==> config.mk <==
export PLATFORM = sky130hd
export DESIGN_NAME = ps2m_front
export DESIGN_NICKNAME = d
export VERILOG_FILES = /design/src/hdl/ps2m_pkg.sv /design/src/hdl/ps2m_front.sv
export SDC_FILE = /design/constraint.sdc
export NUM_CORES = 1
export LEC_CHECK = 0
export ABC_AREA = 1
export BUFFER_PORTS_ARGS = -buffer_cell sky130_fd_sc_hd__buf_2
export CORE_ASPECT_RATIO = 0.8
export CORE_MARGIN = 2
export CORE_UTILIZATION = 50
export CTS_CLUSTER_SIZE = 40
export DETAILED_ROUTE_END_ITERATION = 8
export PLACE_DENSITY = 0.93
export SLEW_MARGIN = 40
export SYNTH_ARGS = -nofsm -noshare
export SYNTH_HDL_FRONTEND = slang
export SYNTH_SLANG_ARGS = --single-unit
==> constraint.sdc <==
create_clock -name i_clk -period 4.9 [get_ports i_clk]
set_input_delay 0.98 -clock i_clk [delete_from_list [all_inputs] [get_ports i_clk]]
set_output_delay 0.98 -clock i_clk [all_outputs]
set_load 0.01 [all_outputs]
==> src/hdl/ps2m_pkg.sv <==
package ps2m_pkg;

    // Event codes carried on the result channel
    typedef enum logic [1:0] {
        EVT_MOVE  = 2'd0,
        EVT_WHEEL = 2'd1,
        EVT_DOWN  = 2'd2,
        EVT_UP    = 2'd3
    } t_evt_kind;

    // Header byte layout
    localparam logic [7:0] HDR_SYNC_MASK = 8'h08;
    localparam logic [7:0] HDR_OVF_MASK  = 8'hC0;
    localparam int unsigned HDR_LEFT_BIT  = 0;
    localparam int unsigned HDR_XSIGN_BIT = 4;
    localparam int unsigned HDR_YSIGN_BIT = 5;

    // Packet size register
    localparam int unsigned SIZE_W     = 3;
    localparam logic [SIZE_W-1:0] SIZE_PLAIN = 3'd3;
    localparam logic [SIZE_W-1:0] SIZE_WHEEL = 3'd4;

    // Command queue between front and back
    localparam int unsigned CMDQ_DEPTH = 2;
    localparam int unsigned CMDQ_PTR_W = 1;
    localparam int unsigned CMDQ_CNT_W = CMDQ_PTR_W + 1;

    // One complete packet, as handed from front to back
    typedef struct packed {
        logic       left;
        logic       x_sign;
        logic       y_sign;
        logic [7:0] x_byte;
        logic [7:0] y_byte;
        logic       wheel_en;
        logic [3:0] wheel;
    } t_pkt_cmd;

    // One result event
    typedef struct packed {
        t_evt_kind         event_kind;
        logic [11:0]       cursor_x;
        logic [11:0]       cursor_y;
        logic signed [3:0] wheel_delta;
        logic              last_event;
    } t_evt;

endpackage

==> src/hdl/ps2m_front.sv <==
module ps2m_front import ps2m_pkg::*; (
    input  logic              i_clk,
    input  logic              i_rst_n,
    input  logic              i_cfg_we,
    input  logic [SIZE_W-1:0] i_cfg_wdata,
    input  logic              i_valid,
    output logic              o_ready,
    input  logic [7:0]        i_rx_byte,
    input  logic              i_full,
    output logic              o_push,
    output t_pkt_cmd          o_cmd
);

    logic [SIZE_W-1:0] r_size;
    logic [1:0]        r_idx;
    logic [1:0]        n_idx;
    logic [7:0]        r_bytes [3];

    logic              accept;
    logic              wide_pkt;
    logic [SIZE_W-1:0] size_eff;
    logic              hdr_ok;
    logic              collect;

    assign o_ready    = !i_full;
    assign accept     = i_valid && o_ready;
    assign wide_pkt   = (r_size == SIZE_WHEEL);
    assign size_eff   = wide_pkt ? SIZE_WHEEL : SIZE_PLAIN;
    assign hdr_ok     = ((i_rx_byte & HDR_SYNC_MASK) != 8'h00)
                     && ((i_rx_byte & HDR_OVF_MASK) == 8'h00);
    assign collect    = ({1'b0, r_idx} + 3'd1) < size_eff;

    always_comb begin
        n_idx  = r_idx;
        o_push = 1'b0;
        if (accept) begin
            if (r_idx == 2'd0 && !hdr_ok) begin
                n_idx = r_idx;              // drop stray byte
            end else if (collect) begin
                n_idx = r_idx + 2'd1;
            end else begin
                n_idx  = 2'd0;
                o_push = 1'b1;
            end
        end
    end

    always_comb begin
        o_cmd.left     = r_bytes[0][HDR_LEFT_BIT];
        o_cmd.x_sign   = r_bytes[0][HDR_XSIGN_BIT];
        o_cmd.y_sign   = r_bytes[0][HDR_YSIGN_BIT];
        o_cmd.x_byte   = r_bytes[1];
        o_cmd.y_byte   = (r_idx == 2'd2) ? i_rx_byte : r_bytes[2];
        o_cmd.wheel_en = wide_pkt;
        o_cmd.wheel    = i_rx_byte[3:0];
    end

    always_ff @(posedge i_clk) begin
        if (accept && collect && !(r_idx == 2'd0 && !hdr_ok)) begin
            r_bytes[r_idx] <= i_rx_byte;
        end
    end

    always_ff @(posedge i_clk) begin
        if (!i_rst_n) begin
            r_size <= SIZE_PLAIN;
            r_idx  <= 2'd0;
        end else begin
            if (i_cfg_we) begin
                r_size <= i_cfg_wdata;
            end
            r_idx <= n_idx;
        end
    end

endmodule

==> impl_metrics.json <==
{
  "crit_arrival_ns": 1.69,
  "seq_area_um2": 671,
  "max_slew.worst_pin.slew_ns": 0.691,
  "gp_congestion": 0.686,
  "wl_per_cell_um": 11.4,
  "post_cts_resized": 0,
  "cts_setup_buffers": 0,
  "post-route-min-period_ns": 2.67,
  "io_buffer_count": 41,
  "rsz0062_at_grt": "false",
  "grt_max_degree": 14,
  "final.setup.tns_ns": 0,
  "start_util_pct": 54.2,
  "switchingPower_uw": 68.0,
  "ant_nets": 0,
  "overflow": 0,
  "clockBufferDepth": 2,
  "synth_seq_cells": 24,
  "syn_avg_cell_area_um2": 10.2,
  "hpwl_mm": 1.44,
  "r2r_slack_ns": 2.73,
  "grt_pass1_wl_mm": 2.89,
  "via_per_inst": 4.69,
  "htreeDepth": 1,
  "syn_area_mm2": 0.00104,
  "grtUsageTotal_pct": 17.0,
  "p_per_area_mw_per_mm2": 261,
  "p_seq_share_pct": 67.8,
  "r2r_cells": 7,
  "synth_seq_area_share_pct": 64.3,
  "max_freq_mhz": 375,
  "antenna_found_initial": 0,
  "intPower_uw": 261,
  "clock_latency_ns": 0.30,
  "ir_worst_vdd_uv": 185,
  "dr.pass1.iters": 4,
  "status": "finished, final reports clean",
  "hold_viol": 0,
  "combPwrFrac_pct": 6.8,
  "finalCritPeriodShare_pct": 54.5,
  "cts_buffers": 3,
  "drc": 0,
  "row_count": 14,
  "drt_wl_total_mm": 1.88,
  "diodes": 0,
  "criticalPathCategory": "flop to output port",
  "die_h_um": 44.9,
  "timing.rr.end": "r_bytes[2][1]",
  "final_layout_size_suffix_gt1_share_pct": 36.9,
  "critPathMaxFanout": 9,
  "max-slew-margin-rel_pct": 53.8,
  "setup_slack_ns": 2.23,
  "core_mm2": 0.00193,
  "power.leakage_uw": 0.000596,
  "clockPowerShare_pct": 25.4,
  "area_delta_synth_final_pct": 21.0,
  "slew_viol_final": 0,
  "clkTransAtPathRegs_ns": 0.12,
  "clock_skew_ns": 0.00104,
  "clock-sinks": 24,
  "ios": 42,
  "vias": 774,
  "yosys.cell_types.count": 16,
  "startpoint_type": "flop",
  "place_ws_ns": 2.25,
  "max-cap-violations": 0,
  "yosysWarnings": 0,
  "hold_start": "r_size[1]",
  "syn_nets": 122,
  "multi_input_area_um2": 282,
  "setup-violations-final": 0,
  "grt_pass1_vias": 656,
  "cts_tree": "done",
  "fillCellCount": 170,
  "cts_root_buf": "clkbuf_4",
  "required_ns": 3.92,
  "finalNetCount": 162,
  "rr_startpoint": "r_idx[0]",
  "p_sw_share_pct": 20.7,
  "dieArea_mm2": 0.00247,
  "end_kind": "output port",
  "cts.hold.buffers_added": 0,
  "drt_iter0_markers": 16,
  "min_path_type": "flop to flop",
  "die_w_um": 55.1,
  "whs_path_depth": 2,
  "holdPathEnd": "r_size[1]",
  "synthCells": 102
}
## final cells by class
cell class                 count  share of cell area (%)
clock inverter                 1                   0.297
tap                           24                    2.38
clock buffer                   3                    1.78
timing repair buffer          41                    16.3
multi-input combinational     59                    22.3
inverter                      13                    3.87
sequential                    24                    53.1
## how the worst max path moves through the flow
stage                       startpoint         to  depth (start not counted)
after CTS                     r_idx[0]  o_cmd[10]                          6
after detailed placement  i_rx_byte[6]     o_push                          7
after global routing          r_idx[0]  o_cmd[11]                          6
final                         r_idx[0]  o_cmd[10]                          6
after floorplan           i_rx_byte[6]     o_push                          5
after global placement    i_rx_byte[6]     o_push                          7
## registers in the layout (all words and copies together) (netlist names)
| register | flops |
|---|---|
| r_bytes | 19 |
| r_size | 3 |
| r_idx | 2 |
## layer usage
| layer | GRT usage [%] | part of all wire, % | vias up |
|---|---|---|---|
| li1 | - | - | 396 |
| met1 | 23.3 | 46 | 344 |
| met3 | 3.97 | 7.8 | 2 |
| met5 | 0 | 0 | - |
| met4 | 5.85 | 0.53 | 0 |
| met2 | 26.9 | 46 | 32 |
## through the flow
stage / instance area [µm²] / hold WS, ns / util, % / power, µW / std cells
final: 1260 / 0.472 / 65.5 / 329 / 165
after floorplan: 1040 / 0.429 / - / 239 / 102
after global routing: 1260 / 0.501 / 65.5 / 345 / 165
after global placement: 1240 / 0.441 / 64.2 / 249 / 161
after CTS: 1260 / 0.472 / 65.5 / 331 / 165
after detailed placement: 1240 / 0.443 / 64.2 / 250 / 161
## worst max-delay path, cell delays in order, from the launching register on
cell and delay [ns]:
dfxtp_1 0.43, inv_1 0.13, ha_1 0.35, inv_2 0.20, nand2_1 0.08, nand2_1 0.06, buf_2 0.13
## power by group through the flow
| stage | clock network [µW] | logic (µW) | registers (µW) |
|---|---|---|---|
| after floorplan | 0 | 11.6 | 228 |
| after global placement | 0 | 21.4 | 228 |
| after detailed placement | 0 | 22.5 | 228 |
| after CTS | 85.1 | 22.6 | 223 |
| after global routing | 96.4 | 25.5 | 223 |
| final | 83.4 | 22.4 | 223 |
## cells in the final DEF (no fill, tap or decap)
cell type	netlist	final
nand3_1	3	3
inv_2	3	3
nor2_2	1	1
clkinv_1	0	1
buf_2	1	41
ha_1	4	4
o21ai_1	1	1
nand2_1	32	32
dfxtp_1	5	5
clkbuf_4	0	3
a21oi_2	2	2
edfxtp_1	19	19
inv_1	10	10
nand2_2	2	2
o21ai_0	1	1
nor2_1	12	12
a21oi_1	1	1
## cell families after synthesis
group	count (synthesis)	share of synthesized area (%)
adder cells (fa/ha/maj)	4	4.80
AO/OA/AOI/OAI	5	3.12
flip-flops	24	64.3
buffers and inverters	19	8.75
AND/OR/NAND/NOR	50	19.1
## synth_stat cells
cell / n / area [µm²]
buf_4: 5 / 37.5
buf_2: 1 / 5.00
a21oi_2: 2 / 17.5
o21ai_0: 1 / 5.00
nor2_2: 1 / 6.26
nand2_1: 32 / 120
dfxtp_1: 5 / 100
o21ai_1: 1 / 5.00
ha_1: 4 / 50.1
nand3_1: 3 / 15.0
inv_1: 10 / 37.5
inv_2: 3 / 11.3
edfxtp_1: 19 / 571
nand2_2: 2 / 12.5
nor2_1: 12 / 45.0
a21oi_1: 1 / 5.00
Power figures use the tool's default switching activity.
