$ cat src/hdl/ps2m_pkg.sv
package ps2m_pkg;

    // Event codes carried on the result channel
    typedef enum logic [1:0] {
        EVT_MOVE  = 2'd0,
        EVT_WHEEL = 2'd1,
        EVT_DOWN  = 2'd2,
        EVT_UP    = 2'd3
    } t_evt_kind;

    // Header byte layout
    localparam logic [7:0] HDR_SYNC_MASK = 8'h08;
    localparam logic [7:0] HDR_OVF_MASK  = 8'hC0;
    localparam int unsigned HDR_LEFT_BIT  = 0;
    localparam int unsigned HDR_XSIGN_BIT = 4;
    localparam int unsigned HDR_YSIGN_BIT = 5;

    // Packet size register
    localparam int unsigned SIZE_W     = 3;
    localparam logic [SIZE_W-1:0] SIZE_PLAIN = 3'd3;
    localparam logic [SIZE_W-1:0] SIZE_WHEEL = 3'd4;

    // Command queue between front and back
    localparam int unsigned CMDQ_DEPTH = 2;
    localparam int unsigned CMDQ_PTR_W = 1;
    localparam int unsigned CMDQ_CNT_W = CMDQ_PTR_W + 1;

    // One complete packet, as handed from front to back
    typedef struct packed {
        logic       left;
        logic       x_sign;
        logic       y_sign;
        logic [7:0] x_byte;
        logic [7:0] y_byte;
        logic       wheel_en;
        logic [3:0] wheel;
    } t_pkt_cmd;

    // One result event
    typedef struct packed {
        t_evt_kind         event_kind;
        logic [11:0]       cursor_x;
        logic [11:0]       cursor_y;
        logic signed [3:0] wheel_delta;
        logic              last_event;
    } t_evt;

endpackage

$ cat src/hdl/ps2m_back.sv
module ps2m_back import ps2m_pkg::*; #(
    parameter int unsigned CURSOR_MAX = 4095
) (
    input  logic     i_clk,
    input  logic     i_rst_n,
    input  logic     i_empty,
    input  t_pkt_cmd i_cmd,
    output logic     o_pop,
    output logic     o_valid,
    input  logic     i_ready,
    output t_evt     o_evt
);

    localparam int unsigned POS_W = ($clog2(CURSOR_MAX + 1) > 12) ?
                                    $clog2(CURSOR_MAX + 1) : 12;
    localparam int unsigned SUM_W = POS_W + 2;
    localparam logic signed [SUM_W-1:0] SUM_MAX = SUM_W'(CURSOR_MAX);
    localparam logic [POS_W-1:0] POS_MAX = POS_W'(CURSOR_MAX);
    localparam logic [POS_W-1:0] RST_X   = POS_W'(320);
    localparam logic [POS_W-1:0] RST_Y   = POS_W'(240);

    logic             r_valid,      n_valid;
    t_evt             r_evt,        n_evt;
    logic [POS_W-1:0] r_x,          n_x;
    logic [POS_W-1:0] r_y,          n_y;
    logic             r_left,       n_left;
    logic             r_pend_wheel, n_pend_wheel;
    logic             r_pend_btn,   n_pend_btn;
    logic [3:0]       r_wheel,      n_wheel;

    logic                    out_free;
    logic signed [8:0]       dx;
    logic signed [8:0]       dy_raw;
    logic signed [SUM_W-1:0] sum_x;
    logic signed [SUM_W-1:0] sum_y;
    logic [POS_W-1:0]        new_x;
    logic [POS_W-1:0]        new_y;
    logic                    wheel_hit;
    logic                    btn_hit;

    assign o_valid  = r_valid;
    assign o_evt    = r_evt;
    assign out_free = !r_valid || i_ready;

    // Cursor update for the packet at the head of the queue
    always_comb begin
        dx     = $signed({i_cmd.x_sign, i_cmd.x_byte});
        dy_raw = $signed({i_cmd.y_sign, i_cmd.y_byte});
        sum_x  = $signed({2'b00, r_x}) + SUM_W'(dx);
        sum_y  = $signed({2'b00, r_y}) - SUM_W'(dy_raw);
        if (sum_x[SUM_W-1]) begin
            new_x = '0;
        end else if (sum_x > SUM_MAX) begin
            new_x = POS_MAX;
        end else begin
            new_x = sum_x[POS_W-1:0];
        end
        if (sum_y[SUM_W-1]) begin
            new_y = '0;
        end else if (sum_y > SUM_MAX) begin
            new_y = POS_MAX;
        end else begin
            new_y = sum_y[POS_W-1:0];
        end
        wheel_hit = i_cmd.wheel_en && (i_cmd.wheel != 4'h0);
        btn_hit   = (i_cmd.left != r_left);
    end

    // Event sequencer: move, then wheel, then button, one per cycle while the output is free
    always_comb begin
        n_valid      = r_valid;
        n_evt        = r_evt;
        n_x          = r_x;
        n_y          = r_y;
        n_left       = r_left;
        n_pend_wheel = r_pend_wheel;
        n_pend_btn   = r_pend_btn;
        n_wheel      = r_wheel;
        o_pop        = 1'b0;
        if (out_free) begin
            if (r_pend_wheel) begin
                n_valid            = 1'b1;
                n_evt.event_kind   = EVT_WHEEL;
                n_evt.cursor_x     = r_x[11:0];
                n_evt.cursor_y     = r_y[11:0];
                n_evt.wheel_delta  = $signed(r_wheel);
                n_evt.last_event   = !r_pend_btn;
                n_pend_wheel       = 1'b0;
            end else if (r_pend_btn) begin
                n_valid            = 1'b1;
                n_evt.event_kind   = r_left ? EVT_DOWN : EVT_UP;
                n_evt.cursor_x     = r_x[11:0];
                n_evt.cursor_y     = r_y[11:0];
                n_evt.wheel_delta  = 4'sd0;
                n_evt.last_event   = 1'b1;
                n_pend_btn         = 1'b0;
            end else if (!i_empty) begin
                o_pop              = 1'b1;
                n_valid            = 1'b1;
                n_x                = new_x;
                n_y                = new_y;
                n_left             = i_cmd.left;
                n_wheel            = i_cmd.wheel;
                n_pend_wheel       = wheel_hit;
                n_pend_btn         = btn_hit;
                n_evt.event_kind   = EVT_MOVE;
                n_evt.cursor_x     = new_x[11:0];
                n_evt.cursor_y     = new_y[11:0];
                n_evt.wheel_delta  = 4'sd0;
                n_evt.last_event   = !(wheel_hit || btn_hit);
            end else begin
                n_valid = 1'b0;
            end
        end
    end

    always_ff @(posedge i_clk) begin
        r_evt   <= n_evt;
        r_wheel <= n_wheel;
    end

    always_ff @(posedge i_clk) begin
        if (!i_rst_n) begin
            r_valid      <= 1'b0;
            r_x          <= RST_X;
            r_y          <= RST_Y;
            r_left       <= 1'b0;
            r_pend_wheel <= 1'b0;
            r_pend_btn   <= 1'b0;
        end else begin
            r_valid      <= n_valid;
            r_x          <= n_x;
            r_y          <= n_y;
            r_left       <= n_left;
            r_pend_wheel <= n_pend_wheel;
            r_pend_btn   <= n_pend_btn;
        end
    end

endmodule

$ cat config.mk
export PLATFORM = sky130hd
export DESIGN_NAME = ps2m_back
export DESIGN_NICKNAME = d
export VERILOG_FILES = /design/src/hdl/ps2m_pkg.sv /design/src/hdl/ps2m_back.sv
export SDC_FILE = /design/constraint.sdc
export NUM_CORES = 1
export LEC_CHECK = 0
export BUFFER_PORTS_ARGS = -buffer_cell sky130_fd_sc_hd__buf_2
export CELL_PAD_IN_SITES_DETAIL_PLACEMENT = 2
export CELL_PAD_IN_SITES_GLOBAL_PLACEMENT = 2
export CORE_ASPECT_RATIO = 1.1
export CORE_MARGIN = 2
export CORE_UTILIZATION = 39
export CTS_BUF_LIST = sky130_fd_sc_hd__clkbuf_4 sky130_fd_sc_hd__clkbuf_8
export CTS_CLUSTER_DIAMETER = 100
export DETAILED_ROUTE_END_ITERATION = 7
export PLACE_DENSITY = 0.93
export SLEW_MARGIN = 20
export SYNTH_ARGS = -nofsm -noshare
export SYNTH_HDL_FRONTEND = slang
export SYNTH_SLANG_ARGS = --single-unit
$ cat constraint.sdc
create_clock -name i_clk -period 4.85 [get_ports i_clk]
set_input_delay 0.2425 -clock i_clk [delete_from_list [all_inputs] [get_ports i_clk]]
set_output_delay 0.2425 -clock i_clk [all_outputs]
set_load 0.01 [all_outputs]
==> out/results.tsv <==
metric	value	unit
placedCellCount	572	
number_of_stages_on_the_worst_setup_path	8	
count_of_cells_resized_by_post_cts_repair	0	
report.final.slew_viol_count	0	
postLayoutSetupSlackWorst	1.49	ns
cell_count_after_synthesis	407	
critPathTopFamily	compound AO/OA/AOI/OAI gates	
cts.sinks	63	
design.die.area	0.0105	mm2
synth_edf_count	35	
die_y	107	um
met3_track_usage_gr	0.0364	
number_of_buffers_on_the_longest_clock_path	2	
synthArstFlopShare	0	
final_common_cell	buf_2	
worst_ep_required_time	4.91	ns
netlist_area	0.00378	mm2
setup_viol	0	
cts_setup_buffers	0	
critical_path.startpoint	r_x[8]	
layout.cells.most_common_list	60 x buf_2, 55 x nand2_1, 39 x o21ai_1, 35 x edfxtp_1, 28 x dfxtp_1	
drt-pass1-iter-count	4	
worst_path_largest_cell_delay	0.83	ns
top_usage_layer	met2	
cell_internal_pwr	1.20	mW
clockRootBuffer	clkbuf_8	
synth_simple_gate_area_frac	0.144	
syn_area_cell	9.30	um2
area.growth.synth_to_final	17.9	%
p_sw_frac	0.343	
finish.cell_count_without_fillers	589	
dp_worst_setup_slack	1.56	ns
grt_pass1_wl	21900	um
worst_r2r_startpoint	r_x[8]	
floorplan.initialDensity	0.403	
relative_contribution_of_the_clock_network_to_total_power	0.318	
die_x	97.9	um
final_area	0.00446	mm2
global_route.usage.met2	0.509	
status	completed	
antenna_cells_inserted	0	
final.fill_count	1048	
holdBufCountCts	0	
final.setup.tns	0	ns
floorplan.rows	37	
worst_path_most_repeated_cell	o21ai_1	
peakVddDrop	0.000150	V
clk_pin_slew_worst_paths	0.08	ns
dp_hpwl	9770	um
globalRouteTotalUtil	0.271	
drtIter0Drc	117	
layout_worst_path_cycle_share	0.693	
avgViaCountPerCell	5.88	
final_layout_size_suffix_gt1_frac	0.201	
r2r.worst_path.cells	8	
synth.area.mux_share	0.0122	
endpoint	o_evt[26]	
max_clock_freq	298	MHz
combinational_family_with_the_most_area_after_synthesis	compound AO/OA/AOI/OAI gates	
ios	61	
yosys-top-cells-area	edfxtp_1 28%, dfxtp_1 15%, ha_1 8.6%	
globalRouteMet1Util	0.310	
combinational_group_share_of_total_power	0.301	
cp_cell_sequence	ha_1, nand4_2, nor4_1, nor2_1, a31oi_4, nor3_1, o21ai_1, o21ai_1	
worst_hold_path_type	in -> reg	
total_switching_power	0.625	mW
synth_compound_area_frac	0.237	
detail_route.wl_per_cell	23.0	um
route.detailed.drc	0	
cts_tree	yes	
p_leak	1.86	nW
clock_latency_late_sink	0.36	ns
synth_xor_xnor_area_share	0.0440	
slew_worst_pin	1.07	ns
core_area	0.00940	mm2
worst-path-buf-inv	0	
r2r_setup_slack	1.49	ns
first_global_vias	3898	
finish.utilization	0.475	
antenna_found_initial	0	
worstSetupEndpointType	flop	
whs	0.0853	ns
hold_violations	0	
netlist-cell-type-count	57	
postSynth.topFlopCell	edfxtp_1	
placedInstanceArea	0.00419	mm2
min_from	i_cmd[2]	
gpl.final_weighted_congestion	0.810	
route.vias.total	3463	
worst-endpoint-arrival	3.42	ns
cts.htree.levels	3	
number_of_warning_messages_in_the_yosys_log	0	
critical_path_class	reg -> reg	
grt_max_degree	32	
relSlewSlack	0.281	
port-buffer-count	60	
post_synth_fa_ha_maj_area_fraction	0.0966	
timing.rr.end	o_evt[26]	
pwrdens	408	mW/mm2
nets	523	
yosys_register_bits	63	
globalRouteOverflowTotal	0	
synth_largest_type_area_fraction	0.278	
syn_nets	463	
timing.critical_path.slowest_stage_cell	o21ai_1	
post-synth-top-area-cell	edfxtp_1	
rsz_0062_raised_after_global_routing	no	
routed_wl	13500	um
fin_worst_skew	0.00877	ns
postRouteAntennaNets	0	
synth_seq_area_share	0.426	
drv.max_cap_violation_count	0	
crit_path_max_fanout	12	
power.share.sequential	0.381	
totalPowerFinal	1.82	mW
fin_crit_period	3.36	ns
cts_buffers	9	
cp-start-kind	flop	
-- how the worst min path moves through the flow --
| stage | endpoint | slack [ns] | cells after the start |
|---|---|---|---|
| 4_1_cts | r_wheel[1] | 0.08 | 1 |
| 3_3_place_gp | r_y[0] | 0.44 | 2 |
| 5_1_grt | r_wheel[1] | 0.08 | 1 |
| 2_1_floorplan | r_wheel[0] | 0.34 | 0 |
| 6_report | r_wheel[2] | 0.09 | 1 |
| 3_5_place_dp | r_wheel[1] | 0.46 | 1 |
-- state kept, by name, summed over array words and instances (netlist names) --
register      cells
o_evt            31
r_pend_btn        1
o_valid           1
r_x              12
r_wheel           4
r_pend_wheel      1
r_y              12
r_left            1
-- Yosys cell counts, drive strengths merged, types with 3 or more instances --
cell type   n
clkbuf      9
ha         26
nand2b      3
a21o        8
or3         3
o21ai      51
buf         4
edfxtp     35
nor2       23
and2       12
a211oi      5
a31oi       8
dfxtp      28
xor2        5
nor2b       3
inv        25
nand2      56
a21boi      3
and3        3
o21a        5
o22ai       4
a22oi       6
xnor2      14
a21oi      26
o211ai      9
nor3        8
-- layout make-up --
cell class / instances / area [um2] / area share
Inverter: 25 / 93.8 / 0.0210
Clock inverter: 7 / 121 / 0.0272
Tap cell: 117 / 146 / 0.0328
Sequential cell: 63 / 1610 / 0.361
Clock buffer: 9 / 124 / 0.0278
Multi-Input combinational cell: 306 / 2030 / 0.455
Timing Repair Buffer: 62 / 335 / 0.0752
-- cells by family after synthesis --
family / count (synthesis)
AO/OA/AOI/OAI: 137
AND/OR/NAND/NOR: 118
flip-flops: 63
buffers and inverters: 38
adder cells (fa/ha/maj): 28
XOR/XNOR: 19
multiplexers: 4
-- worst register-to-register path: stages, from the launching register on --
cell and delay (ns):
dfxtp_1 0.36, ha_1 0.40, nand4_2 0.20, nor4_1 0.48, nor2_1 0.18, a31oi_4 0.28
nor3_1 0.09, o21ai_1 0.83, o21ai_1 0.24
-- layer usage --
layer	up-vias	part of all wire
met5	-	0
met4	0	0.025
met3	28	0.038
met2	105	0.54
met1	1738	0.40
li1	1592	-
-- power groups by stage --
| stage | sequential [mW] | clock, mW | combinational, mW |
|---|---|---|---|
| 2_1_floorplan | 0.715 | 0 | 0.326 |
| 3_3_place_gp | 0.699 | 0 | 0.485 |
| 3_5_place_dp | 0.704 | 0 | 0.527 |
| 4_1_cts | 0.695 | 0.585 | 0.541 |
| 5_1_grt | 0.701 | 0.608 | 0.600 |
| 6_report | 0.694 | 0.578 | 0.549 |
Power figures use the tool's default switching activity.
