**config.mk**
```make
export PLATFORM = sky130hd
export DESIGN_NAME = ps2m_cmd_fifo
export DESIGN_NICKNAME = d
export VERILOG_FILES = /design/src/hdl/ps2m_pkg.sv /design/src/hdl/ps2m_cmd_fifo.sv
export SDC_FILE = /design/constraint.sdc
export NUM_CORES = 1
export LEC_CHECK = 0
export ABC_CLOCK_PERIOD_IN_PS = 2100
export BUFFER_PORTS_ARGS = -buffer_cell sky130_fd_sc_hd__buf_2
export CORE_ASPECT_RATIO = 0.5
export CORE_MARGIN = 2
export CORE_UTILIZATION = 46
export DETAILED_ROUTE_END_ITERATION = 6
export PLACE_DENSITY = 0.74
export SLEW_MARGIN = 0
export SYNTH_ARGS = -nofsm -noshare
export SYNTH_HDL_FRONTEND = slang
export SYNTH_SLANG_ARGS = --single-unit
```
**constraint.sdc**
```tcl
create_clock -name i_clk -period 2.1 [get_ports i_clk]
set_clock_uncertainty 0.05 [all_clocks]
set_input_delay 0.63 -clock i_clk [delete_from_list [all_inputs] [get_ports i_clk]]
set_output_delay 0.63 -clock i_clk [all_outputs]
set_load 0.1 [all_outputs]
```
**src/hdl/ps2m_pkg.sv**
```systemverilog
package ps2m_pkg;

    // Event codes carried on the result channel
    typedef enum logic [1:0] {
        EVT_MOVE  = 2'd0,
        EVT_WHEEL = 2'd1,
        EVT_DOWN  = 2'd2,
        EVT_UP    = 2'd3
    } t_evt_kind;

    // Header byte layout
    localparam logic [7:0] HDR_SYNC_MASK = 8'h08;
    localparam logic [7:0] HDR_OVF_MASK  = 8'hC0;
    localparam int unsigned HDR_LEFT_BIT  = 0;
    localparam int unsigned HDR_XSIGN_BIT = 4;
    localparam int unsigned HDR_YSIGN_BIT = 5;

    // Packet size register
    localparam int unsigned SIZE_W     = 3;
    localparam logic [SIZE_W-1:0] SIZE_PLAIN = 3'd3;
    localparam logic [SIZE_W-1:0] SIZE_WHEEL = 3'd4;

    // Command queue between front and back
    localparam int unsigned CMDQ_DEPTH = 2;
    localparam int unsigned CMDQ_PTR_W = 1;
    localparam int unsigned CMDQ_CNT_W = CMDQ_PTR_W + 1;

    // One complete packet, as handed from front to back
    typedef struct packed {
        logic       left;
        logic       x_sign;
        logic       y_sign;
        logic [7:0] x_byte;
        logic [7:0] y_byte;
        logic       wheel_en;
        logic [3:0] wheel;
    } t_pkt_cmd;

    // One result event
    typedef struct packed {
        t_evt_kind         event_kind;
        logic [11:0]       cursor_x;
        logic [11:0]       cursor_y;
        logic signed [3:0] wheel_delta;
        logic              last_event;
    } t_evt;

endpackage

```
**src/hdl/ps2m_cmd_fifo.sv**
```systemverilog
module ps2m_cmd_fifo import ps2m_pkg::*; (
    input  logic     i_clk,
    input  logic     i_rst_n,
    input  logic     i_push,
    input  t_pkt_cmd i_cmd,
    output logic     o_full,
    input  logic     i_pop,
    output t_pkt_cmd o_cmd,
    output logic     o_empty
);

    t_pkt_cmd              r_mem [CMDQ_DEPTH];
    logic [CMDQ_PTR_W-1:0] r_wr_ptr;
    logic [CMDQ_PTR_W-1:0] r_rd_ptr;
    logic [CMDQ_CNT_W-1:0] r_count;

    assign o_full  = (r_count == CMDQ_CNT_W'(CMDQ_DEPTH));
    assign o_empty = (r_count == '0);
    assign o_cmd   = r_mem[r_rd_ptr];

    always_ff @(posedge i_clk) begin
        if (i_push) begin
            r_mem[r_wr_ptr] <= i_cmd;
        end
    end

    always_ff @(posedge i_clk) begin
        if (!i_rst_n) begin
            r_wr_ptr <= '0;
            r_rd_ptr <= '0;
            r_count  <= '0;
        end else begin
            if (i_push) begin
                r_wr_ptr <= r_wr_ptr + 1'b1;
            end
            if (i_pop) begin
                r_rd_ptr <= r_rd_ptr + 1'b1;
            end
            case ({i_push, i_pop})
                2'b10:   r_count <= r_count + 1'b1;
                2'b01:   r_count <= r_count - 1'b1;
                default: r_count <= r_count;
            endcase
        end
    end

endmodule

```
==> results of run 1 <==
[where the power goes]
group	total, mW	internal, mW	leakage [nW]	switching, mW
Sequential	1.24	1.21	0.493	0.0231
Combinational	0.813	0.286	0.522	0.526
Clock	0.659	0.352	0.0528	0.307
[registers in the layout, summed over array words and instances, names as in the netlist, named ones only]
register,count
r_rd_ptr,1
r_count,2
r_mem,48
r_wr_ptr,1
[cells by family (layout without fill, tap and decap cells)]
logic type               after synthesis  after routing  synth area share, %
AO/OA/AOI/OAI                          3              3                 1.03
XOR/XNOR                               3              3                 1.35
adder cells (fa/ha/maj)                1              1                0.644
buffers and inverters                  4             69                0.965
flip-flops                            53             53                 79.3
multiplexers                          24             24                 13.9
AND/OR/NAND/NOR                        9              9                 2.77
[worst min path at each step]
stage / to / startpoint / slack, ns / depth (start not counted)
floorplan: r_count[1] / r_count[1] / 0.43 / 2
global placement: r_count[1] / r_count[1] / 0.44 / 2
detailed placement: r_count[1] / r_count[1] / 0.45 / 2
CTS: r_mem[0][6] / i_cmd[6] / 0.45 / 1
global route: r_mem[0][21] / i_cmd[21] / 0.45 / 1
finish: r_mem[0][6] / i_cmd[6] / 0.46 / 1
[worst max-delay path: stages, from the launching register on]
cell and delay (ns):
dfxtp_4 0.38, buf_8 0.15, mux2_2 0.39, buf_12 0.18
[cell type report]
type / instances / area, µm²
Inverter: 1 / 3.75
Fill cell: 254 / 1180
Clock inverter: 2 / 33.8
Timing Repair Buffer: 60 / 693
Clock buffer: 6 / 72.6
Multi-Input combinational cell: 40 / 388
Tap cell: 54 / 67.6
Sequential cell: 53 / 1550
[metrics by stage]
stage          instances  setup slack (ns)
3_5_place_dp         207             0.301
6_report             216            0.0141
4_1_cts              216            0.0202
5_1_grt              216           -0.0136
2_1_floorplan         97             0.216
3_3_place_gp         207             0.338
[synth_stat cells]
cell | number | area share [%]
xor2_1 | 1 | 0.45
xnor2_1 | 2 | 0.90
o21ai_0 | 1 | 0.26
buf_2 | 3 | 0.77
edfxtp_1 | 48 | 74
ha_1 | 1 | 0.64
o21a_1 | 1 | 0.39
mux2_2 | 24 | 14
nor2_1 | 2 | 0.39
and2b_2 | 1 | 0.45
inv_1 | 1 | 0.19
or3_1 | 1 | 0.32
and2_1 | 4 | 1.3
nor2b_1 | 1 | 0.32
a21boi_1 | 1 | 0.39
dfxtp_1 | 5 | 5.2
[layer usage]
layer  vias up  GRT usage, %  wire length [µm]
met5         -             0                 0
met4         0          9.29               103
met3        10          4.43               133
met2        22          27.7              1960
met1       517          17.9              1410
li1        497             -                 -
[timing repair]
action | in CTS | in global routing
gates cloned | 1 | 0
resized for setup | 4 | 3
endpoints found under the setup margin | 21 | 12
==> flow_summary.json, run 1 <==
{
  "post-dp-hpwl_um": 2360,
  "htree_levels": 2,
  "synth_warnings": 0,
  "die_y_um": 50.0,
  "design_area_um2": 2800,
  "ys_seq_area_share_pct": 79.3,
  "viasPerCell": 4.84,
  "cts_tree": "built",
  "grt_remaining_overflow": 0,
  "vias": 1046,
  "clk_pin_slew_ns": 0.09,
  "finalSetupViolCount": 0,
  "crit_path_start_kind": "flip-flop",
  "hp-class": "in2reg",
  "area_growth_pct": 44.3,
  "post_cts_buffers": 0,
  "syn_area_per_cell_um2": 20.0,
  "cp-end-kind": "primary output",
  "holdWs_ns": 0.456,
  "io_buffer_count": 53,
  "die_area_um2": 4790,
  "numCtsBuffers": 5,
  "wl_per_cell_um": 16.7,
  "hold_buffers": 0,
  "fin_total_pwr_mw": 2.71,
  "drt-total-wl_um": 3600,
  "worstSetupEndpoint": "o_cmd[18]",
  "critPathKind": "reg2out",
  "utilization_pct": 70.4,
  "start_util_pct": 48.8,
  "io_pins": 54,
  "final_antenna_net_count": 0,
  "hold_viol_final": 0,
  "grt_use_total_pct": 16.1,
  "cap_violations": 0,
  "vdd.ir_drop.worst_mv": 0.538,
  "syn_inst": 97,
  "max_freq_mhz": 479,
  "finalCritPeriodShare_pct": 99.3,
  "slew_headroom_pct": 67.7,
  "required_ns": 1.42,
  "synth_cell_types": 16,
  "drive_above_1_share_pct": 58.0,
  "fp.dieW_um": 95.9,
  "tns_ns": 0,
  "grt_pass1_vias": 1129,
  "layout_common_cells": "48 x edfxtp_1, 29 x buf_2, 24 x mux2_2, 24 x buf_12, 5 x clkbuf_8",
  "r2r_cells": 2,
  "outcome": "finished, final reports clean",
  "ys_seq_elements": 53,
  "antenna_found_initial": 0,
  "clockBufferDepth": 2,
  "cts-root-buf": "clkbuf_8",
  "firstDrtPassIters": 3,
  "grt_max_degree": 16,
  "antennaDiodeCount": 0,
  "grt_pass1_wl_um": 5370,
  "clock_latency_ns": 0.30,
  "layout_commonest_cell": "edfxtp_1",
  "slew_viol_final": 0,
  "synth_fp_nets": 126,
  "leakagePower_nw": 1.07,
  "rows": 16,
  "synth.cell_area_um2": 1940,
  "place_congestion": 0.646,
  "r2r-end": "r_mem[1][13]",
  "place_area_um2": 2670,
  "fin_crit_ns": 2.09,
  "crit_path_max_fanout": 11,
  "pwr_density_cell_nw_per_um2": 966,
  "fin_nets": 190,
  "coreArea_um2": 3980,
  "ff2ff_setup_slack_ns": 1.00,
  "worst_slew_pin_slew_ns": 0.488,
  "critPathArrivalTime_ns": 1.41,
  "drc": 0,
  "timing.rr.start": "r_wr_ptr",
  "drt_iter0_markers": 30,
  "clock-sinks": 53
}
No activity file was read; power rests on OpenSTA's default activity.
==> run 2: changes to the inputs <==
--- a/config.mk
+++ b/config.mk
@@ -5,13 +5,13 @@
 export SDC_FILE = /design/constraint.sdc
 export NUM_CORES = 1
 export LEC_CHECK = 0
-export ABC_CLOCK_PERIOD_IN_PS = 2100
+export ABC_CLOCK_PERIOD_IN_PS = 2000
 export BUFFER_PORTS_ARGS = -buffer_cell sky130_fd_sc_hd__buf_2
 export CORE_ASPECT_RATIO = 0.5
 export CORE_MARGIN = 2
-export CORE_UTILIZATION = 46
+export CORE_UTILIZATION = 51
 export DETAILED_ROUTE_END_ITERATION = 6
-export PLACE_DENSITY = 0.74
+export PLACE_DENSITY = 0.78
 export SLEW_MARGIN = 0
 export SYNTH_ARGS = -nofsm -noshare
 export SYNTH_HDL_FRONTEND = slang
==> constraint.sdc (replaced) <==
create_clock -name i_clk -period 2 [get_ports i_clk]
set_clock_uncertainty 0.05 [all_clocks]
set_input_delay 0.6 -clock i_clk [delete_from_list [all_inputs] [get_ports i_clk]]
set_output_delay 0.6 -clock i_clk [all_outputs]
set_load 0.1 [all_outputs]
==> run 2 against run 1 <==
Against the previous run: the flow now finishes with violations (negative setup slack); combinational power is 13% higher; sequential power increased by 6%; first-iteration DRC count grew to 2.7 times the previous value; largest cell class unchanged; sequential cell count unchanged; wire length increased by 25%; highest routed layer unchanged; cell count decreased by 2.3%; global-route usage rose by 3.5 points; total power increased by 9.2%; core utilization rose by 12 points; die area down 9.2%.
==> flow_summary.json, run 2 (same netlist as run 1, synthesis figures left out) <==
{
  "numCtsBuffers": 5,
  "start_util_pct": 54.8,
  "leakagePower_nw": 1.16,
  "slew_headroom_pct": 67.8,
  "crit_path_max_incr_delay_ns": 0.43,
  "htree_levels": 2,
  "critPathArrivalTime_ns": 1.43,
  "hp-class": "in2reg",
  "layout_commonest_cell": "edfxtp_1",
  "clockBufferDepth": 2,
  "final_antenna_net_count": 0,
  "outcome": "finished with violations",
  "cap_violations": 0,
  "clk_pin_slew_ns": 0.10,
  "wl_per_cell_um": 21.4,
  "drive_above_1_share_pct": 58.8,
  "cp-end-kind": "primary output",
  "cts-root-buf": "clkbuf_8",
  "timing.rr.start": "r_wr_ptr",
  "vias": 1092,
  "setup_ws_ns": -0.0763,
  "post-dp-hpwl_um": 2380,
  "layout_common_cells": "48 x edfxtp_1, 29 x buf_2, 25 x buf_12, 24 x mux2_4, 5 x clkbuf_8",
  "tns_ns": -1.21,
  "worst_slew_pin_slew_ns": 0.487,
  "hold_viol_final": 0,
  "rows": 15,
  "crit_path_max_fanout": 12,
  "viasPerCell": 5.18,
  "die_y_um": 47.6,
  "drt_iter0_markers": 81,
  "crit_path_start_kind": "flip-flop",
  "antennaDiodeCount": 0,
  "regMostFlops": "r_mem",
  "place_congestion": 0.720,
  "ff2ff_setup_slack_ns": 0.80,
  "critPathKind": "reg2out",
  "post_cts_buffers": 0,
  "grt_pass1_wl_um": 5900,
  "fin_crit_ns": 2.08,
  "clock_latency_ns": 0.30,
  "coreArea_um2": 3550,
  "finalSetupViolCount": 24,
  "fp.dieW_um": 91.3,
  "cp_slowest_cell": "dfxtp_4",
  "vdd.ir_drop.worst_mv": 0.695,
  "max_freq_mhz": 482,
  "die_area_um2": 4350,
  "drt-total-wl_um": 4520,
  "fin_nets": 188,
  "slew_viol_final": 0,
  "utilization_pct": 82.3,
  "grt_max_degree": 25,
  "worstPathCellList": "buf_16, mux2_4, buf_12",
  "grt_use_total_pct": 19.6,
  "grt_pass1_vias": 1122,
  "antenna_found_initial": 0,
  "fin_cells": 211,
  "pwr_density_cell_nw_per_um2": 1010,
  "post-place-cells": 201,
  "area_growth_pct": 50.2,
  "required_ns": 1.35,
  "clock-sinks": 53,
  "cts_tree": "built",
  "grt_remaining_overflow": 0,
  "violations": "negative setup slack",
  "grt_setup_unrepaired": "true",
  "hold_start": "i_cmd[19]",
  "largest_register_ffs": 48,
  "finalCritPeriodShare_pct": 104,
  "drc": 0,
  "firstDrtPassIters": 4,
  "io_pins": 54,
  "top_regs": "r_mem (48), r_count (2)",
  "io_buffer_count": 53
}
-- run 2: repair_timing --
action | 4_1_cts | 5_1_grt
gates resized for setup | 18 | 9
setup endpoints to repair | 24 | 24
gates cloned | 1 | 1
hold buffers | 0 | 0
-- run 2: power by group --
part	switching [mW]	internal (mW)	total [mW]
registers	0.0348	1.28	1.31
clock network	0.357	0.375	0.732
logic	0.574	0.342	0.916
total	0.967	1.99	2.96
-- run 2: layer usage --
layer  vias up  global-route usage, %  share of wire [%]
li1        490                      -                  -
met1       562                   21.6                 42
met2        36                   40.0                 53
met3         4                   4.25                3.8
met4         0                   7.27               0.86
met5         -                      0                  0
-- run 2: through the flow --
| stage | worst slack, ns | hold WS, ns | cell area (µm²) | power [mW] |
|---|---|---|---|---|
| detailed placement | 0.246 | 0.473 | 2660 | 2.17 |
| global route | -0.104 | 0.412 | 2920 | 3.03 |
| finish | -0.0763 | 0.423 | 2920 | 2.96 |
| floorplan | 0.146 | 0.427 | 1950 | 1.86 |
| CTS | -0.0795 | 0.418 | 2860 | 2.92 |
| global placement | 0.264 | 0.443 | 2660 | 2.15 |
-- run 2: critical path: cells and delay by family (launching register included) --
family / cells / cell delay (ns)
multiplexers: 1 / 0.34
buffers and inverters: 2 / 0.34
flip-flops: 1 / 0.43
-- run 2: final cells by class --
| class | instances | area [µm²] |
|---|---|---|
| Multi-Input combinational cell | 40 | 478 |
| Clock buffer | 5 | 68.8 |
| Timing Repair Buffer | 58 | 713 |
| Inverter | 1 | 3.75 |
| Sequential cell | 53 | 1550 |
| Tap cell | 51 | 63.8 |
| Fill cell | 171 | 628 |
| Clock inverter | 3 | 46.3 |
-- run 2: path summary, 6_finish.rpt --
check | end | cells past startpoint
worst max-delay path | o_cmd[4] | 3
worst min-delay path | r_mem[1][19] | 1
worst max register to register | r_mem[1][12] | 2
worst min register to register | r_count[1] | 2
==> run 3: changes to the inputs <==
--- a/config.mk
+++ b/config.mk
@@ -11,6 +11,7 @@
 export CORE_MARGIN = 2
 export CORE_UTILIZATION = 51
 export DETAILED_ROUTE_END_ITERATION = 6
+export GPL_TIMING_DRIVEN = 0
 export PLACE_DENSITY = 0.78
 export SLEW_MARGIN = 0
 export SYNTH_ARGS = -nofsm -noshare
==> constraint.sdc (replaced) <==
create_clock -name i_clk -period 2 [get_ports i_clk]
set_clock_uncertainty 0.05 [all_clocks]
set_input_delay 0.2 -clock i_clk [delete_from_list [all_inputs] [get_ports i_clk]]
set_output_delay 0.2 -clock i_clk [all_outputs]
set_load 0.1 [all_outputs]
==> run 3 against run 2 <==
Against the previous run: the flow now finishes without violations; non-clock buffer count is 1 lower; cell count is 0.47% lower; die area is the same; maximum frequency increased by 8.4%; sequential share of layout area up 11 points; sequential cell count unchanged; wire length shrank 32%; critical path depth grew 1; core utilization shrank 14 points; clock-buffer cell count unchanged; final area shrank 17%; critical path type unchanged; largest cell class unchanged.
==> flow_summary.json, run 3 (same netlist as run 1, synthesis figures left out) <==
{
  "outcome": "finished, final reports clean",
  "io_pins": 54,
  "fp.dieW_um": 91.3,
  "critPathArrivalTime_ns": 1.67,
  "place_congestion": 0.673,
  "tns_ns": 0,
  "crit_family": "buffers and inverters",
  "critPathKind": "reg2out",
  "numCtsBuffers": 5,
  "clockBufferDepth": 2,
  "worstPathCellList": "buf_2, clkbuf_4, mux2_2, buf_2",
  "area_growth_pct": 24.5,
  "rows": 15,
  "hp-class": "in2reg",
  "grt_pass1_wl_um": 4540,
  "nFillCells": 256,
  "coreArea_um2": 3550,
  "cap_violations": 0,
  "viasPerCell": 4.73,
  "grt_remaining_overflow": 0,
  "antennaDiodeCount": 0,
  "grt_max_degree": 25,
  "vdd.ir_drop.worst_mv": 0.896,
  "fin_nets": 187,
  "drive_above_1_share_pct": 56.6,
  "pre_cts_ws_ns": 0.339,
  "required_ns": 1.75,
  "design_area_um2": 2420,
  "layout_common_cells": "53 x buf_2, 48 x edfxtp_1, 24 x mux2_2, 5 x dfxtp_1, 5 x clkbuf_8",
  "post-place-cells": 202,
  "firstDrtPassIters": 4,
  "cp_slowest_cell": "mux2_2",
  "finalSetupViolCount": 0,
  "top_regs": "r_mem (48), r_count (2)",
  "layout_commonest_cell": "buf_2",
  "wl_per_cell_um": 14.5,
  "final_antenna_net_count": 0,
  "die_area_um2": 4350,
  "regMostFlops": "r_mem",
  "max_freq_mhz": 522,
  "post_cts_buffers": 0,
  "pwr_density_cell_nw_per_um2": 1100,
  "fin_cells": 210,
  "setup_ws_ns": 0.0843,
  "io_buffer_count": 53,
  "antenna_found_initial": 0,
  "slew_headroom_pct": 28.2,
  "grt_pass1_vias": 1007,
  "fin_crit_ns": 1.92,
  "post-dp-hpwl_um": 2140,
  "crit_path_max_fanout": 10,
  "vias": 994,
  "cts_tree": "built",
  "holdWs_ns": 0.0307,
  "cp_common_cell": "buf_2",
  "clk_pin_slew_ns": 0.09,
  "worst_slew_pin_slew_ns": 1.08,
  "leakagePower_nw": 0.921,
  "hold_buffers": 0,
  "ctsResizeCount": 0,
  "crit_buf_inv": 3,
  "clock-sinks": 53,
  "die_y_um": 47.6,
  "largest_register_ffs": 48,
  "utilization_pct": 68.2,
  "grt_use_total_pct": 14.6,
  "drc": 0,
  "htree_levels": 2,
  "cts-root-buf": "clkbuf_8",
  "crit_path_start_kind": "flip-flop",
  "hold_viol_final": 0,
  "slew_viol_final": 0,
  "fin_total_pwr_mw": 2.65,
  "clock_latency_ns": 0.30,
  "crit_path_max_incr_delay_ns": 0.36,
  "drt_iter0_markers": 40,
  "start_util_pct": 54.8,
  "place_area_um2": 2300,
  "drt-total-wl_um": 3050,
  "finalCritPeriodShare_pct": 95.8,
  "cp-end-kind": "primary output"
}
==> run 3: changes by cell type in the layout (fill, tap and decap cells not counted), sizes merged <==
cell and change:
buf -3, clkbuf +2
==> run 3: layer usage <==
layer	share of wire [%]	vias to the layer above	GRT usage, %
li1	-	489	-
met1	42	480	15.9
met2	54	25	29.3
met3	4.4	0	4.72
met4	0	0	3.64
met5	0	-	0
==> run 3: layout make-up <==
type,count,area [µm²],area share (%)
Sequential cell,53,1540,63.7
Multi-Input combinational cell,40,385,15.9
Timing Repair Buffer,54,295,12.2
Clock buffer,5,68.8,2.84
Tap cell,51,63.8,2.64
Clock inverter,3,41.3,1.71
Buffer,3,20.0,0.827
Inverter,1,3.75,0.155
==> run 3: final timing paths <==
path	slack, ns	to	depth (start not counted)	startpoint
max reg2reg	0.35	r_mem[1][18]	1	r_wr_ptr
max	0.08	o_cmd[20]	4	flip-flop
min	0.03	r_mem[0][3]	1	i_cmd[3]
min reg2reg	0.48	r_count[1]	2	r_count[1]
==> run 3: report_power, final <==
part	internal, mW	switching [mW]
Combinational	0.140	0.519
Sequential	1.27	0.0199
Clock	0.368	0.332
Total	1.78	0.871
